$ cat config.mk
export PLATFORM = sky130hd
export DESIGN_NAME = udp_checksum_check_generate
export DESIGN_NICKNAME = d
export VERILOG_FILES = /design/src/hw/rtl/ucc_pkg.sv /design/src/hw/rtl/ucc_finish.sv /design/src/hw/rtl/udp_checksum_check_generate.sv
export SDC_FILE = /design/constraint.sdc
export NUM_CORES = 1
export LEC_CHECK = 0
export ABC_AREA = 1
export BUFFER_PORTS_ARGS = -buffer_cell sky130_fd_sc_hd__buf_2
export CORE_MARGIN = 10
export CORE_UTILIZATION = 45
export DETAILED_ROUTE_END_ITERATION = 8
export GPL_TIMING_DRIVEN = 1
export MAX_ROUTING_LAYER = met4
export PLACE_DENSITY = 0.65
export SYNTH_ARGS = -nofsm -noshare
export SYNTH_HDL_FRONTEND = slang
export SYNTH_SLANG_ARGS = --single-unit
$ cat constraint.sdc
create_clock -name clock -period 31.9 [get_ports clock]
set_input_delay 6.38 -clock clock [delete_from_list [all_inputs] [get_ports clock]]
set_output_delay 6.38 -clock clock [all_outputs]
set_load 0.01 [all_outputs]
$ cat src/hw/rtl/ucc_pkg.sv
// Shared types, status codes and a helper function for the UDP checksum block.
package ucc_pkg;

   // Byte counter saturates here.
   localparam logic [16:0] BYTE_LIMIT     = 17'h1FFFF;
   // Longest header length accepted in generate mode.
   localparam logic [15:0] GEN_MAX_LENGTH = 16'd65515;
   // Shortest legal UDP length (the header itself).
   localparam logic [15:0] MIN_LENGTH     = 16'd8;
   localparam logic [7:0]  PROTOCOL_RESET = 8'd17;
   localparam logic [15:0] ALL_ONES       = 16'hFFFF;

   // Command and byte-count codes of the request.
   localparam logic       CMD_VERIFY = 1'b1;
   localparam logic [1:0] BYTES_ONE  = 2'd1;

   // Register index of the protocol number.
   localparam logic CSR_PROTOCOL_INDEX = 1'b0;

   // Result status codes.
   localparam logic [2:0] STATUS_OK       = 3'd0;
   localparam logic [2:0] STATUS_RUNT     = 3'd1;
   localparam logic [2:0] STATUS_BAD_LEN  = 3'd2;
   localparam logic [2:0] STATUS_MISMATCH = 3'd3;
   localparam logic [2:0] STATUS_DISABLED = 3'd4;
   localparam logic [2:0] STATUS_TOO_LONG = 3'd5;

   // Datagram summary handed to the finishing stage on the last word.
   typedef struct packed {
      logic [15:0] sum;
      logic [15:0] addr_sum;
      logic [16:0] total;
      logic [15:0] hdr_len;
      logic [15:0] stored;
      logic [15:0] source_port;
      logic [15:0] dest_port;
      logic        verify;
   } frame_type;

   // One result item.
   typedef struct packed {
      logic [15:0] checksum;
      logic [2:0]  status;
      logic [15:0] source_port;
      logic [15:0] dest_port;
      logic [15:0] payload_bytes;
   } result_type;

   // End-around carry fold of a sum of up to eight 16-bit terms. The result is
   // zero only when every term was zero, as with repeated one's-complement adds.
   function automatic logic [15:0] fold19(input logic [18:0] s);
      logic [16:0] t;
      logic [15:0] r;
      t = {1'b0, s[15:0]} + {14'd0, s[18:16]};
      r = t[15:0] + {15'd0, t[16]};
      return r;
   endfunction

endpackage

$ cat src/hw/rtl/ucc_finish.sv
// Finishing logic: pseudo-header sum, wire checksum and status of a datagram.
module ucc_finish (
   input  ucc_pkg::frame_type  frame,
   input  logic [7:0]          protocol,
   output ucc_pkg::result_type result
);
   import ucc_pkg::*;

   logic [18:0] total_sum;
   logic [15:0] folded;
   logic [15:0] cs;
   logic [2:0]  status;

   // Add the pseudo-header words to the datagram sum and invert; a zero result is sent as all ones.
   always_comb begin
      total_sum = {3'd0, frame.sum} + {3'd0, frame.addr_sum}
                + {11'd0, protocol} + {3'd0, frame.hdr_len};
      folded    = fold19(total_sum);
      cs        = ~folded;
      if (cs == 16'd0) begin
         cs = ALL_ONES;
      end
   end

   // Status in order of priority.
   always_comb begin
      if (frame.total < {1'b0, MIN_LENGTH}) begin
         status = STATUS_RUNT;
      end else if (frame.hdr_len < MIN_LENGTH || {1'b0, frame.hdr_len} > frame.total) begin
         status = STATUS_BAD_LEN;
      end else if (frame.verify != CMD_VERIFY) begin
         status = (frame.hdr_len > GEN_MAX_LENGTH) ? STATUS_TOO_LONG : STATUS_OK;
      end else if (frame.stored == 16'd0) begin
         status = STATUS_DISABLED;
      end else begin
         status = (cs != frame.stored) ? STATUS_MISMATCH : STATUS_OK;
      end
   end

   // Assemble the result; error cases clear the checksum or the length.
   always_comb begin
      result.status      = status;
      result.source_port = frame.source_port;
      result.dest_port   = frame.dest_port;
      case (status)
         STATUS_RUNT, STATUS_BAD_LEN, STATUS_TOO_LONG: result.checksum = 16'd0;
         default:                                      result.checksum = cs;
      endcase
      case (status)
         STATUS_OK, STATUS_DISABLED: result.payload_bytes = frame.hdr_len - MIN_LENGTH;
         default:                    result.payload_bytes = 16'd0;
      endcase
   end

endmodule

$ cat src/hw/rtl/udp_checksum_check_generate.sv
// Top level of the UDP checksum generator and checker with its register port.
// Throughput: one request word per cycle while the result side keeps taking results, with no gaps between datagrams.
// The summary of a datagram is registered when its last word is accepted, and its result
// is then registered from the finishing stage into the result register.
// Reset (synchronous, active high) clears the running sum, byte count, header bytes, mode,
// address sum and the valid bits of both pipeline stages, and sets the protocol number to 17.
module udp_checksum_check_generate (
   input  logic        clock,
   input  logic        reset,
   // Request channel.
   input  logic        req_tvalid,
   output logic        req_tready,
   // tdata from bit 0: data_word[15:0], bytes_valid[17:16], source_address[49:18],
   // destination_address[81:50], zero fill.
   input  logic [87:0] req_tdata,
   // tuser from bit 0: command[0], first_word[1].
   input  logic [1:0]  req_tuser,
   input  logic        req_tlast,
   // Result channel.
   output logic        rsp_tvalid,
   input  logic        rsp_tready,
   // tdata from bit 0: checksum_value[15:0], status[18:16], source_port[34:19],
   // destination_port[50:35], payload_length[66:51], zero fill.
   output logic [71:0] rsp_tdata,
   // Configuration port.
   input  logic        csr_psel,
   input  logic        csr_penable,
   input  logic        csr_pwrite,
   input  logic [2:0]  csr_paddr,
   input  logic [31:0] csr_pwdata,
   output logic [31:0] csr_prdata,
   output logic        csr_pready
);
   import ucc_pkg::*;

   // Request fields.
   logic [15:0] data_word;
   logic [1:0]  bytes_valid;
   logic [31:0] source_ip;
   logic [31:0] dest_ip;
   logic        command;
   logic        first_word;
   logic        req_accept;

   // Datagram state.
   logic [7:0]       protocol_ff, protocol_in;
   logic [15:0]      sum_ff, sum_in;
   logic [16:0]      bytes_ff, bytes_in;
   logic [7:0][7:0]  hdr_ff, hdr_in;
   logic             mode_ff, mode_in;
   logic [15:0]      addr_sum_ff, addr_sum_in;

   // Pipeline stages.
   logic       fin_valid_ff, fin_valid_in;
   frame_type  fin_ff, fin_in;
   logic       rsp_valid_ff, rsp_valid_in;
   result_type rsp_ff, rsp_in;
   result_type fin_result;
   logic       advance;

   // Word accumulator intermediates.
   logic [16:0]     p0, p1;
   logic            take1;
   logic [7:0][7:0] hdr_eff, hdr_new;
   logic [15:0]     sum_eff;
   logic [15:0]     hl_eff;
   logic [15:0]     term0, term1;
   logic [15:0]     sum_new;
   logic [15:0]     addr_sum_new;
   logic            mode_new;
   logic [17:0]     addr_total;
   logic            csr_write;

   // Contribution of one byte to the sum: header bytes below six and payload
   // bytes below the header length count; the checksum bytes count as zero.
   function automatic logic [15:0] byte_term(input logic [16:0] pos, input logic [7:0] b,
                                             input logic [15:0] hl);
      logic counted;
      counted = (pos < 17'd6) || (pos >= 17'd8 && pos < {1'b0, hl});
      if (!counted) begin
         return 16'd0;
      end
      return pos[0] ? {8'h00, b} : {b, 8'h00};
   endfunction

   assign data_word   = req_tdata[15:0];
   assign bytes_valid = req_tdata[17:16];
   assign source_ip   = req_tdata[49:18];
   assign dest_ip     = req_tdata[81:50];
   assign command     = req_tuser[0];
   assign first_word  = req_tuser[1];

   // Flow control: the finishing stage moves on whenever the result register is empty or its result is taken.
   assign advance    = !rsp_valid_ff || rsp_tready;
   assign req_tready = !fin_valid_ff || advance;
   assign req_accept = req_tvalid && req_tready;

   // Apply the first-word clear, place the bytes of this word and add them.
   always_comb begin
      hdr_eff = first_word ? '0 : hdr_ff;
      sum_eff = first_word ? 16'd0 : sum_ff;
      p0      = first_word ? 17'd0 : bytes_ff;
      hl_eff  = {hdr_eff[4], hdr_eff[5]};
      take1   = (bytes_valid != BYTES_ONE);
      p1      = (p0 < BYTE_LIMIT) ? p0 + 17'd1 : p0;

      hdr_new = hdr_eff;
      if (p0 < 17'd8) begin
         hdr_new[p0[2:0]] = data_word[15:8];
      end
      if (take1 && p1 < 17'd8) begin
         hdr_new[p1[2:0]] = data_word[7:0];
      end

      term0 = byte_term(p0, data_word[15:8], hl_eff);
      term1 = take1 ? byte_term(p1, data_word[7:0], hl_eff) : 16'd0;
      sum_new = fold19({3'd0, sum_eff} + {3'd0, term0} + {3'd0, term1});

      if (take1 && p1 < BYTE_LIMIT) begin
         bytes_in = p1 + 17'd1;
      end else begin
         bytes_in = p1;
      end

      // Addresses and mode are latched on a first word and kept across datagrams.
      addr_total   = {2'd0, source_ip[31:16]} + {2'd0, source_ip[15:0]}
                   + {2'd0, dest_ip[31:16]} + {2'd0, dest_ip[15:0]};
      addr_sum_new = first_word ? fold19({1'b0, addr_total}) : addr_sum_ff;
      mode_new     = first_word ? command : mode_ff;
   end

   // Snapshot of the finished datagram.
   always_comb begin
      fin_in.sum         = sum_new;
      fin_in.addr_sum    = addr_sum_new;
      fin_in.total       = bytes_in;
      fin_in.hdr_len     = {hdr_new[4], hdr_new[5]};
      fin_in.stored      = {hdr_new[6], hdr_new[7]};
      fin_in.source_port = {hdr_new[0], hdr_new[1]};
      fin_in.dest_port   = {hdr_new[2], hdr_new[3]};
      fin_in.verify      = mode_new;
   end

   // Next datagram state; a last word clears the frame fields.
   always_comb begin
      sum_in      = sum_ff;
      hdr_in      = hdr_ff;
      mode_in     = mode_ff;
      addr_sum_in = addr_sum_ff;
      if (req_accept) begin
         mode_in     = mode_new;
         addr_sum_in = addr_sum_new;
         if (req_tlast) begin
            sum_in = 16'd0;
            hdr_in = '0;
         end else begin
            sum_in = sum_new;
            hdr_in = hdr_new;
         end
      end
   end

   ucc_finish u_finish (
      .frame    (fin_ff),
      .protocol (protocol_ff),
      .result   (fin_result)
   );

   // Pipeline valid bits and result register load.
   always_comb begin
      fin_valid_in = (fin_valid_ff && !advance) || (req_accept && req_tlast);
      rsp_valid_in = advance ? fin_valid_ff : rsp_valid_ff;
      rsp_in       = advance ? fin_result : rsp_ff;
   end

   // Protocol number register.
   assign csr_write   = csr_psel && csr_penable && csr_pwrite && csr_pready;
   assign protocol_in = (csr_write && csr_paddr[2] == CSR_PROTOCOL_INDEX) ?
                        csr_pwdata[7:0] : protocol_ff;
   assign csr_pready  = 1'b1;
   assign csr_prdata  = (csr_paddr[2] == CSR_PROTOCOL_INDEX) ? {24'd0, protocol_ff} : 32'd0;

   // State and control registers.
   always_ff @(posedge clock) begin
      if (reset) begin
         protocol_ff  <= PROTOCOL_RESET;
         sum_ff       <= 16'd0;
         bytes_ff     <= 17'd0;
         hdr_ff       <= '0;
         mode_ff      <= 1'b0;
         addr_sum_ff  <= 16'd0;
         fin_valid_ff <= 1'b0;
         rsp_valid_ff <= 1'b0;
      end else begin
         protocol_ff  <= protocol_in;
         sum_ff       <= sum_in;
         if (req_accept) begin
            bytes_ff <= req_tlast ? 17'd0 : bytes_in;
         end
         hdr_ff       <= hdr_in;
         mode_ff      <= mode_in;
         addr_sum_ff  <= addr_sum_in;
         fin_valid_ff <= fin_valid_in;
         rsp_valid_ff <= rsp_valid_in;
      end
   end

   // Payload registers of the two stages.
   always_ff @(posedge clock) begin
      if (req_accept && req_tlast) begin
         fin_ff <= fin_in;
      end
      rsp_ff <= rsp_in;
   end

   assign rsp_tvalid = rsp_valid_ff;
   assign rsp_tdata  = {5'd0, rsp_ff.payload_bytes, rsp_ff.dest_port, rsp_ff.source_port,
                        rsp_ff.status, rsp_ff.checksum};

`ifndef ASSERT_OFF
   // A held datagram summary must block a new request while the result waits.
   a_fin_block: assert property (@(posedge clock) disable iff (reset)
      (fin_valid_ff && !advance) |-> !req_tready)
      else $error("request accepted while the finishing stage was stalled");

   // Error results carry no checksum.
   a_err_checksum: assert property (@(posedge clock) disable iff (reset)
      (rsp_valid_ff && (rsp_ff.status == STATUS_RUNT || rsp_ff.status == STATUS_BAD_LEN ||
       rsp_ff.status == STATUS_TOO_LONG)) |-> (rsp_ff.checksum == 16'd0))
      else $error("checksum present on an error result");

   // A good or unchecked result always has a nonzero wire checksum.
   a_ok_checksum: assert property (@(posedge clock) disable iff (reset)
      (rsp_valid_ff && (rsp_ff.status == STATUS_OK || rsp_ff.status == STATUS_DISABLED))
      |-> (rsp_ff.checksum != 16'd0))
      else $error("zero wire checksum on a good result");

   // A last word always clears the byte count for the next datagram.
   a_last_clears: assert property (@(posedge clock) disable iff (reset)
      (req_accept && req_tlast) |=> (bytes_ff == 17'd0 && fin_valid_ff))
      else $error("frame state not cleared after the last word");
`endif

endmodule

# Word level (Yosys, flattened, before mapping)
# Index checks and enable logic that the tools add are counted.
# totals
register_bits,305
latch_bits,0
mem_bits_rw,0
mem_bits_ro,0
inputBits,133
output_inout_bits,107
wordCells,128
mem_count,0
# op_classes
add_sub_neg,17
n_mul,0
div_mod_pow,0
order_cmp,18
eq_ne,6
shifts,0
mux,31
bitwise,2
reduce_logical,26
# op_table
op,n
2-to-1 mux 64 bit,4
2-to-1 mux 16 bit,9
bitwise mux 64 bit,2
2-to-1 mux 17 bit,4
adder 16 x 16 -> 17 bit,3
< comparator 17 x 4 -> 1 bit (second input constant),3
adder 16 x 1 -> 16 bit,3
demux 8 bit (select 3 bit),2
adder 17 x 16 -> 18 bit,2
adder 16 x 2 -> 17 bit,2
adder 17 x 1 -> 17 bit (second input constant),2
>= comparator 17 x 4 -> 1 bit (second input constant),2
< comparator 17 x 16 -> 1 bit,2
< comparator 17 bit (second input constant),2
< comparator 17 x 3 -> 1 bit (second input constant),2
logical NOT 16 bit,2
2-to-1 mux 8 bit,3
adder 19 x 16 -> 19 bit,1
adder 19 x 8 -> 19 bit,1
adder 18 x 16 -> 18 bit,1
adder 16 x 3 -> 17 bit,1
greater-than comparator 16 x 17 -> 1 bit,1
greater-than comparator 16 bit (second input constant),1
< comparator 16 x 4 -> 1 bit (second input constant),1
19 further kinds,44

# Logic depth before layout (Yosys ltp)
# Gate-level depths: netlist of the first run.
# depth
depth_word,16
depth_mapped,73
mapped_depth_nobuf,72

# By module
# Synthesis of the first run repeated with hierarchy kept, for this count alone.
# unflattened
cells_unflattened,3509
area_unflattened_um2,24561.1
# modules_own_cells
mod,n_inst,cells_each,area_per_inst_um2,seq_area_each_um2
udp_checksum_check_generate,1,2702,20025.5,7917.6
ucc_finish,1,807,4535.6,0.0

# Least setup slack after synthesis of the first run
# Ideal clock, no wire load.
# synth_path
kind,input to register
startpoint,in req_tuser[1]
endpoint,"reg fin_ff[113] in the netlist's numbering, data pin"
setup_time_ps,265
arrival_time_ps,16115
path_slack_ps,15520
cell_stages,70
n_path_buf,3
cell_sequence,buf_6 > nor2_2 > clkbuf_1 > ha_1 > inv_1 > nor3_2 > nand3_1 > nor4_4 > xnor2_1 > nand2_1 > ha_1 > nand2_1 > nor4_1 > o21ai_0 > o211ai_1 > a21oi_1 > o211ai_1 > nand3_1 > [... 34 more ...] > nor2_1 > inv_1 > or2_2 > nor2_1 > nand2_1 > nor4_1 > ha_1 > nand3_1 > nor3_1 > nand3_1 > nand3b_1 > nor3_1 > nand2_1 > nor2_1 > nand2_1 > nor2_1 > nand4_1 > xor2_1
# synth_via
elab_chain_cells,11
elab_cells_between_ends,25
classes_between,add/sub (5); order compare (7); mux (9); reduce/logical (4)
# synth_rtl
item,line,source
from (decl),udp_checksum_check_generate.sv:17,"input logic [1:0] req_tuser,"
2-to-1 mux 17 bit,udp_checksum_check_generate.sv:102,p0 = first_word ? 17'd0 : bytes_ff;
adder 17 x 1 -> 17 bit / < comparator 17 bit (equally long branches),udp_checksum_check_generate.sv:105,p1 = (p0 < BYTE_LIMIT) ? p0 + 17'd1 : p0;
2-to-1 mux 17 bit,udp_checksum_check_generate.sv:105,
>= comparator 17 x 4 -> 1 bit / < comparator 17 x 16 -> 1 bit (equally long branches),udp_checksum_check_generate.sv:79,"counted = (pos < 17'd6) || (pos >= 17'd8 && pos < {1'b0, hl});"
logical AND 1 bit,udp_checksum_check_generate.sv:79,
logical OR 1 bit,udp_checksum_check_generate.sv:79,
2-to-1 mux 16 bit,udp_checksum_check_generate.sv:83,"return pos[0] ? {8'h00, b} : {b, 8'h00};"
2-to-1 mux 16 bit,udp_checksum_check_generate.sv:116,"term1 = take1 ? byte_term(p1, data_word[7:0], hl_eff) : 16'd0;"
adder 17 x 16 -> 18 bit *,udp_checksum_check_generate.sv:117,"sum_new = fold19({3'd0, sum_eff} + {3'd0, term0} + {3'd0, term1});"
adder 16 x 2 -> 17 bit *,ucc_pkg.sv:54,"t = {1'b0, s[15:0]} + {14'd0, s[18:16]};"
adder 16 x 1 -> 16 bit *,ucc_pkg.sv:55,"r = t[15:0] + {15'd0, t[16]};"
named net sum_new[15],udp_checksum_check_generate.sv:68,logic [15:0] sum_new;
to (signal assigned),udp_checksum_check_generate.sv:211,fin_ff <= fin_in;
to (decl),udp_checksum_check_generate.sv:55,"frame_type fin_ff, fin_in;"
# Mark *: on every way through the listed nets, which the timed path passes. The rest lies on a longest branch.
# A chain may end at the register's enable or synchronous reset.

# Worst setup path in the final report of the first run
# layout_path
startpoint,in req_tuser[1]
endpoint,reg sum_ff[15]
# layout_via
elab_chain_cells,12
elab_cells_between_ends,26
classes_between,add/sub (5); order compare (7); mux (10); reduce/logical (4)
# layout_rtl
item,line,source
2-to-1 mux 17 bit,udp_checksum_check_generate.sv:102,
adder 17 x 1 -> 17 bit / < comparator 17 bit (equally long branches),udp_checksum_check_generate.sv:105,
2-to-1 mux 17 bit,udp_checksum_check_generate.sv:105,
>= comparator 17 x 4 -> 1 bit / < comparator 17 x 16 -> 1 bit (equally long branches),udp_checksum_check_generate.sv:79,
logical AND 1 bit,udp_checksum_check_generate.sv:79,
logical OR 1 bit,udp_checksum_check_generate.sv:79,
2-to-1 mux 16 bit,udp_checksum_check_generate.sv:83,
2-to-1 mux 16 bit,udp_checksum_check_generate.sv:116,
adder 17 x 16 -> 18 bit *,udp_checksum_check_generate.sv:117,
adder 16 x 2 -> 17 bit *,ucc_pkg.sv:54,
adder 16 x 1 -> 16 bit *,ucc_pkg.sv:55,
named net sum_new[15],udp_checksum_check_generate.sv:68,
2-to-1 mux 16 bit *,udp_checksum_check_generate.sv:153,if (req_tlast) begin
to (signal assigned),udp_checksum_check_generate.sv:196,sum_ff <= sum_in;
to (decl),udp_checksum_check_generate.sv:47,"logic [15:0] sum_ff, sum_in;"
# Marks and branches as above.

==> results of run 1 <==
-- critical path: cells and delay by family --
family	cells	cell delay, ns
AND/OR/NAND/NOR	35	5.35
AO/OA/AOI/OAI	16	3.41
adder cells (fa/ha/maj)	6	1.99
buffers and inverters	11	1.96
XOR/XNOR	1	0.23
-- cell families (layout without fill, tap and decap cells) --
group | count (synthesis) | after routing | share of synthesized area [%]
other | 2 | 31 | 0.0338
adder cells (fa/ha/maj) | 195 | 195 | 13.1
AO/OA/AOI/OAI | 440 | 440 | 10.8
AND/OR/NAND/NOR | 1249 | 1249 | 25.2
multiplexers | 20 | 20 | 0.958
buffers and inverters | 570 | 703 | 10.3
XOR/XNOR | 99 | 99 | 3.91
flip-flops | 305 | 305 | 35.7
-- cell type report --
type / instances / area (sq um)
diodes: 1 / 2.50
clock buffers: 37 / 903
clock inverters: 26 / 292
fillers: 4799 / 24100
inverters: 453 / 1700
multi-input cells: 2033 / 12100
flip-flops and latches: 305 / 7920
well taps: 664 / 831
repair buffers: 187 / 963
-- layout by cell type, fill, tap and decap left out, drive strengths merged, types with 5 or more instances in the layout --
cell type and n:
mux2i 10, fa 62, bufinv 5, nor3 17, mux2 10, a21oi 195
nand3 149, ha 133, clkinv 19, a21o 9, and2 5, o211ai 19
edfxtp 181, clkbuf 37, buf 187, o31ai 5, nand2 757, xnor2 28
dfxtp 124, nor4 25, o21a 10, o21ai 175, nand3b 8, conb 30
inv 451, nand4 40, xor2 71, o21bai 13, nor2 236
-- worst min path at each step --
stage                               from  cells after the start                 endpoint  slack (ns)
detailed placement  fin_ff[21]$_DFFE_PP_                      0  rsp_tdata[23]$_DFFE_PP_        0.41
CTS                  fin_ff[3]$_DFFE_PP_                      0  rsp_tdata[37]$_DFFE_PP_        0.41
global route         fin_ff[8]$_DFFE_PP_                      0  rsp_tdata[42]$_DFFE_PP_        0.42
floorplan           fin_ff[17]$_DFFE_PP_                      0  rsp_tdata[19]$_DFFE_PP_        0.40
finish               fin_ff[9]$_DFFE_PP_                      0  rsp_tdata[43]$_DFFE_PP_        0.42
global placement    fin_ff[28]$_DFFE_PP_                      0  rsp_tdata[30]$_DFFE_PP_        0.40
-- registers in the layout, indices dropped and copies added, names as in the netlist --
name / count
rsp_tdata: 67
fin_ff: 114
fin_valid_ff: 1
addr_sum_ff: 16
bytes_ff: 17
hdr_ff: 64
protocol_ff: 8
mode_ff: 1
rsp_tvalid: 1
sum_ff: 16
-- power groups by stage --
stage	Clock, uW	Sequential, uW	Combinational, uW
after floorplan	0	482	529
after global placement	0	475	696
after detailed placement	0	476	709
after CTS	428	468	712
after global routing	442	471	809
final	420	468	710
-- metrics by stage --
stage,utilization (%),total power (uW),hold WS (ns),setup WS (ns),area [sq um]
2_1_floorplan,-,1010,0.400,15.52,22300
4_1_cts,50.6,1610,0.412,13.04,24700
5_1_grt,50.7,1720,0.418,11.48,24700
3_3_place_gp,48.2,1170,0.404,12.68,23500
3_5_place_dp,48.2,1190,0.406,12.55,23500
6_report,50.7,1600,0.416,12.97,24700
-- per-layer routing --
metal / GRT usage [%] / share of wire, %
met1: 26.7 / 44
met2: 34.6 / 47
met3: 3.36 / 6.1
met4: 6.75 / 2.6
met5: - / 0
==> impl_metrics.json, run 1 <==
{
  "cts_hold_buffers": 0,
  "clockRootBuffer": "clkbuf_16",
  "finalNetCount": 3343,
  "worst_setup_path_end_kind": "flop",
  "syn_avg_cell_area_sq_um": 7.71,
  "syn_area_sq_um": 22200,
  "ant_nets": 0,
  "ff2ff_path_depth": 68,
  "postCtsSetupBuffers": 0,
  "grt_overflow": 0,
  "synth_commonest_cells": "nand2_1, inv_1, a21oi_1, nor2_1, edfxtp_1",
  "r2r_start": "bytes_ff[1]$_SDFFE_PP0P_",
  "async_flop_share_pct": 0,
  "fin_skew_ns": 0.0304,
  "seqPwrFrac_pct": 29.3,
  "min_period_ns": 18.93,
  "path_class": "in2reg",
  "clkSlewWorstSetupHoldPaths_ns": 0.06,
  "finalHoldViolCount": 0,
  "p_int_uw": 934,
  "status": "complete, no violations",
  "cts.path.max_buffers": 3,
  "final-setup-viol-count": 0,
  "clk_latency_ns": 0.56,
  "cts_resized": 0,
  "r2r_end": "sum_ff[15]$_SDFFE_PP0P_",
  "drt_iter0_drc": 1322,
  "remaining_drc_errors": 0,
  "antenna_found_initial": 1,
  "slew_headroom_pct": 16.7,
  "grt_pass1_vias": 18500,
  "period_share_pct": 59.3,
  "grt_pass1_wl_mm": 97.9,
  "ys_seq_area_share_pct": 35.7,
  "synth_area_leaders": "edfxtp_1, nand2_1, dfxtp_1",
  "cp_data_arrival_time_ns": 19.39,
  "grt_setup_unrepaired": "no",
  "die-area_sq_um": 58600,
  "synth-edff-count": 181,
  "p_clk_share_pct": 26.3,
  "crit_top_cell": "nand2_1",
  "stdcell_count": 3706,
  "start_kind": "input port",
  "netlist_instances": 2880,
  "synth_top_area_cell": "edfxtp_1",
  "cts_tree": "done",
  "post-place-cells": 3642,
  "worstMarginPinSlew_ns": 1.24,
  "vias": 19000,
  "fmax_ghz": 0.0528,
  "setup_tns_ns": 0,
  "port_buffers": 177,
  "routed_wl_mm": 61.8,
  "cts_buffers": 35,
  "cp_max_fo": 66,
  "holdCritPathClass": "reg2reg",
  "clock_sinks": 305,
  "drv_slew": 0,
  "drv_cap": 0,
  "die_h_um": 242,
  "required_ns": 32.36,
  "ys_seq_elements": 305,
  "area_growth_pct": 11.5,
  "ir_drop_v": 0.0000360,
  "p_leak_uw": 0.0118,
  "drive_gt1_share_pct": 12.6,
  "r2r_slack_ns": 19.47,
  "power_density_nw_per_um2": 64.5,
  "die_x_um": 242,
  "detail_route.first_pass.iterations": 6,
  "synth_top_area_share_pct": 24.5,
  "p_switching_uw": 663,
  "ys_dominant_reg_cell": "edfxtp_1",
  "io_pins": 240,
  "p_comb_share_pct": 44.4,
  "critPathLaunch": "req_tuser[1]",
  "grt_usage_pct": 21.2,
  "post_drt_wl_per_cell_um": 16.7,
  "power_switching_share_pct": 41.5,
  "synth_most_common_cell": "nand2_1",
  "gp_congestion": 0.929,
  "num_rows": 81,
  "endpoint": "sum_ff[15]$_SDFFE_PP0P_",
  "max_stage_delay_ns": 0.72,
  "slowest_stage": "buf_4",
  "start_util_pct": 45.4,
  "ys_types": 64,
  "dp_hpwl_mm": 47.5,
  "htreeDepth": 2,
  "yosysWarnings": 0,
  "core-area_sq_um": 48800,
  "post_drt_via_cell_ratio": 5.12,
  "grt_max_degree": 88
}
No activity file was read; power rests on OpenSTA's default activity.
==> run 2: changes to the inputs <==
- PLACE_DENSITY: 0.65 -> 0.67
- clock period: 31.9 -> 15.9 ns (I/O delays scaled with it)
==> run 2 against run 1 <==
Count of clock-buffer cells in the layout up 11. Global-route usage up 0.22 points. Critical endpoint unchanged. First-iteration DRC count up 3.3%.
==> impl_metrics.json, run 2 (synthesis results as in run 1) <==
{
  "die_x_um": 242,
  "drv_slew": 0,
  "ant_nets": 0,
  "layout_commonest_cell": "nand2_1",
  "start_util_pct": 45.4,
  "post_drt_wl_per_cell_um": 16.9,
  "seqPwrFrac_pct": 28.8,
  "p_leak_uw": 0.0119,
  "grt_max_degree": 86,
  "cts_tree": "done",
  "worstMarginPinSlew_ns": 1.09,
  "finalNetCount": 3358,
  "clockRootBuffer": "clkbuf_16",
  "layout_common_cells": "nand2_1, inv_1, a21oi_1",
  "cts_hold_buffers": 0,
  "grt_pass1_wl_mm": 98.6,
  "htreeDepth": 2,
  "cts_resized": 0,
  "remaining_drc_errors": 0,
  "ir_drop_v": 0.0000662,
  "postCtsSetupBuffers": 0,
  "fillers": 4755,
  "detail_route.first_pass.iterations": 5,
  "final-setup-viol-count": 0,
  "power_switching_share_pct": 41.5,
  "post_drt_via_cell_ratio": 5.13,
  "cts_buffers": 36,
  "worst_setup_path_end_kind": "flop",
  "die_h_um": 242,
  "regMostFlops": "fin_ff",
  "antenna_found_initial": 4,
  "grt_setup_unrepaired": "no",
  "required_ns": 16.35,
  "core-area_sq_um": 48800,
  "vias": 19100,
  "period_share_pct": 89.3,
  "setup_tns_ns": 0,
  "grt_overflow": 0,
  "num_rows": 81,
  "drt_iter0_drc": 1366,
  "p_clk_share_pct": 26.6,
  "status": "complete, no violations",
  "cp_max_fo": 11,
  "start_kind": "input port",
  "largest_reg_flops": 114,
  "fmax_ghz": 0.0705,
  "finalHoldViolCount": 0,
  "slew_headroom_pct": 27.0,
  "slowest_stage": "fa_1",
  "cts.path.max_buffers": 3,
  "seqCellArea_sq_um": 7920,
  "fin_skew_ns": 0.0446,
  "pre_cts_ws_ns": 1.17,
  "die-area_sq_um": 58600,
  "clkSlewWorstSetupHoldPaths_ns": 0.06,
  "area_growth_pct": 12.2,
  "io_pins": 240,
  "gp_congestion": 0.916,
  "routed_wl_mm": 62.9,
  "p_comb_share_pct": 44.6,
  "cp_data_arrival_time_ns": 14.65,
  "dp_hpwl_mm": 48.4,
  "port_buffers": 177,
  "grt_usage_pct": 21.5,
  "path_class": "in2reg",
  "max_stage_delay_ns": 0.53,
  "power_density_nw_per_um2": 131,
  "drv_cap": 0,
  "crit_top_cell": "nand2_1",
  "holdCritPathClass": "reg2reg",
  "p_int_uw": 1900,
  "clock_sinks": 305,
  "clk_latency_ns": 0.56,
  "fin_ws_ns": 1.71,
  "p_switching_uw": 1350,
  "multi_input_area_sq_um": 12100,
  "min_period_ns": 14.19,
  "grt_pass1_vias": 18200,
  "drive_gt1_share_pct": 12.9
}
## run 2: through the flow
step	util, %	hold WS [ns]	power, uW	cells	area, sq um
6_report	51.0	0.410	3250	3724	24900
5_1_grt	51.0	0.415	3510	3724	24900
4_1_cts	51.0	0.413	3280	3722	24900
3_5_place_dp	48.4	0.405	2400	3656	23700
3_3_place_gp	48.4	0.404	2370	3656	23700
2_1_floorplan	-	0.400	2030	2908	22300
## run 2: layer usage
layer	share of wire, %	vias to the layer above	track usage (%)
met5	0	-	-
met4	2.0	0	5.14
met3	5.1	87	3.09
met2	48	466	35.3
met1	45	8978	27.5
li1	-	9576	-
## run 2: path summary, 6_finish.rpt
check	from	end	slack, ns	cells past startpoint
setup / recovery	req_tuser[1]	sum_ff[15]$_SDFFE_PP0P_	1.71	71
hold / removal	fin_ff[7]$_DFFE_PP_	rsp_tdata[41]$_DFFE_PP_	0.41	0
setup reg to reg	bytes_ff[1]$_SDFFE_PP0P_	sum_ff[15]$_SDFFE_PP0P_	4.27	71
hold reg to reg	fin_ff[7]$_DFFE_PP_	rsp_tdata[41]$_DFFE_PP_	0.41	0
## run 2: worst max-delay path, delay by kind of cell
| family | cells | cell delay [ns] |
|---|---|---|
| and+or+nand+nor | 39 | 5.42 |
| AOI/OAI and AO/OA | 15 | 2.51 |
| adders and majority gates | 6 | 1.96 |
| buffers and inverters | 8 | 0.87 |
| xor gates and xnor gates | 3 | 0.64 |
## run 2: power groups by stage
| stage | clock network [uW] | logic (uW) | registers [uW] |
|---|---|---|---|
| after floorplan | 0 | 1060 | 967 |
| after global placement | 0 | 1420 | 954 |
| after detailed placement | 0 | 1450 | 955 |
| after CTS | 882 | 1460 | 939 |
| after global routing | 913 | 1650 | 944 |
| final | 865 | 1450 | 938 |
## run 2: final cells by class
| cell class | count | share of cell area, % |
|---|---|---|
| antenna | 2 | 0.0201 |
| clock buffer | 48 | 4.13 |
| clock inverter | 18 | 0.894 |
| inverter | 453 | 6.83 |
| multi-input combinational | 2033 | 48.7 |
| sequential | 305 | 31.8 |
| tap | 664 | 3.34 |
| timing repair buffer | 201 | 4.29 |
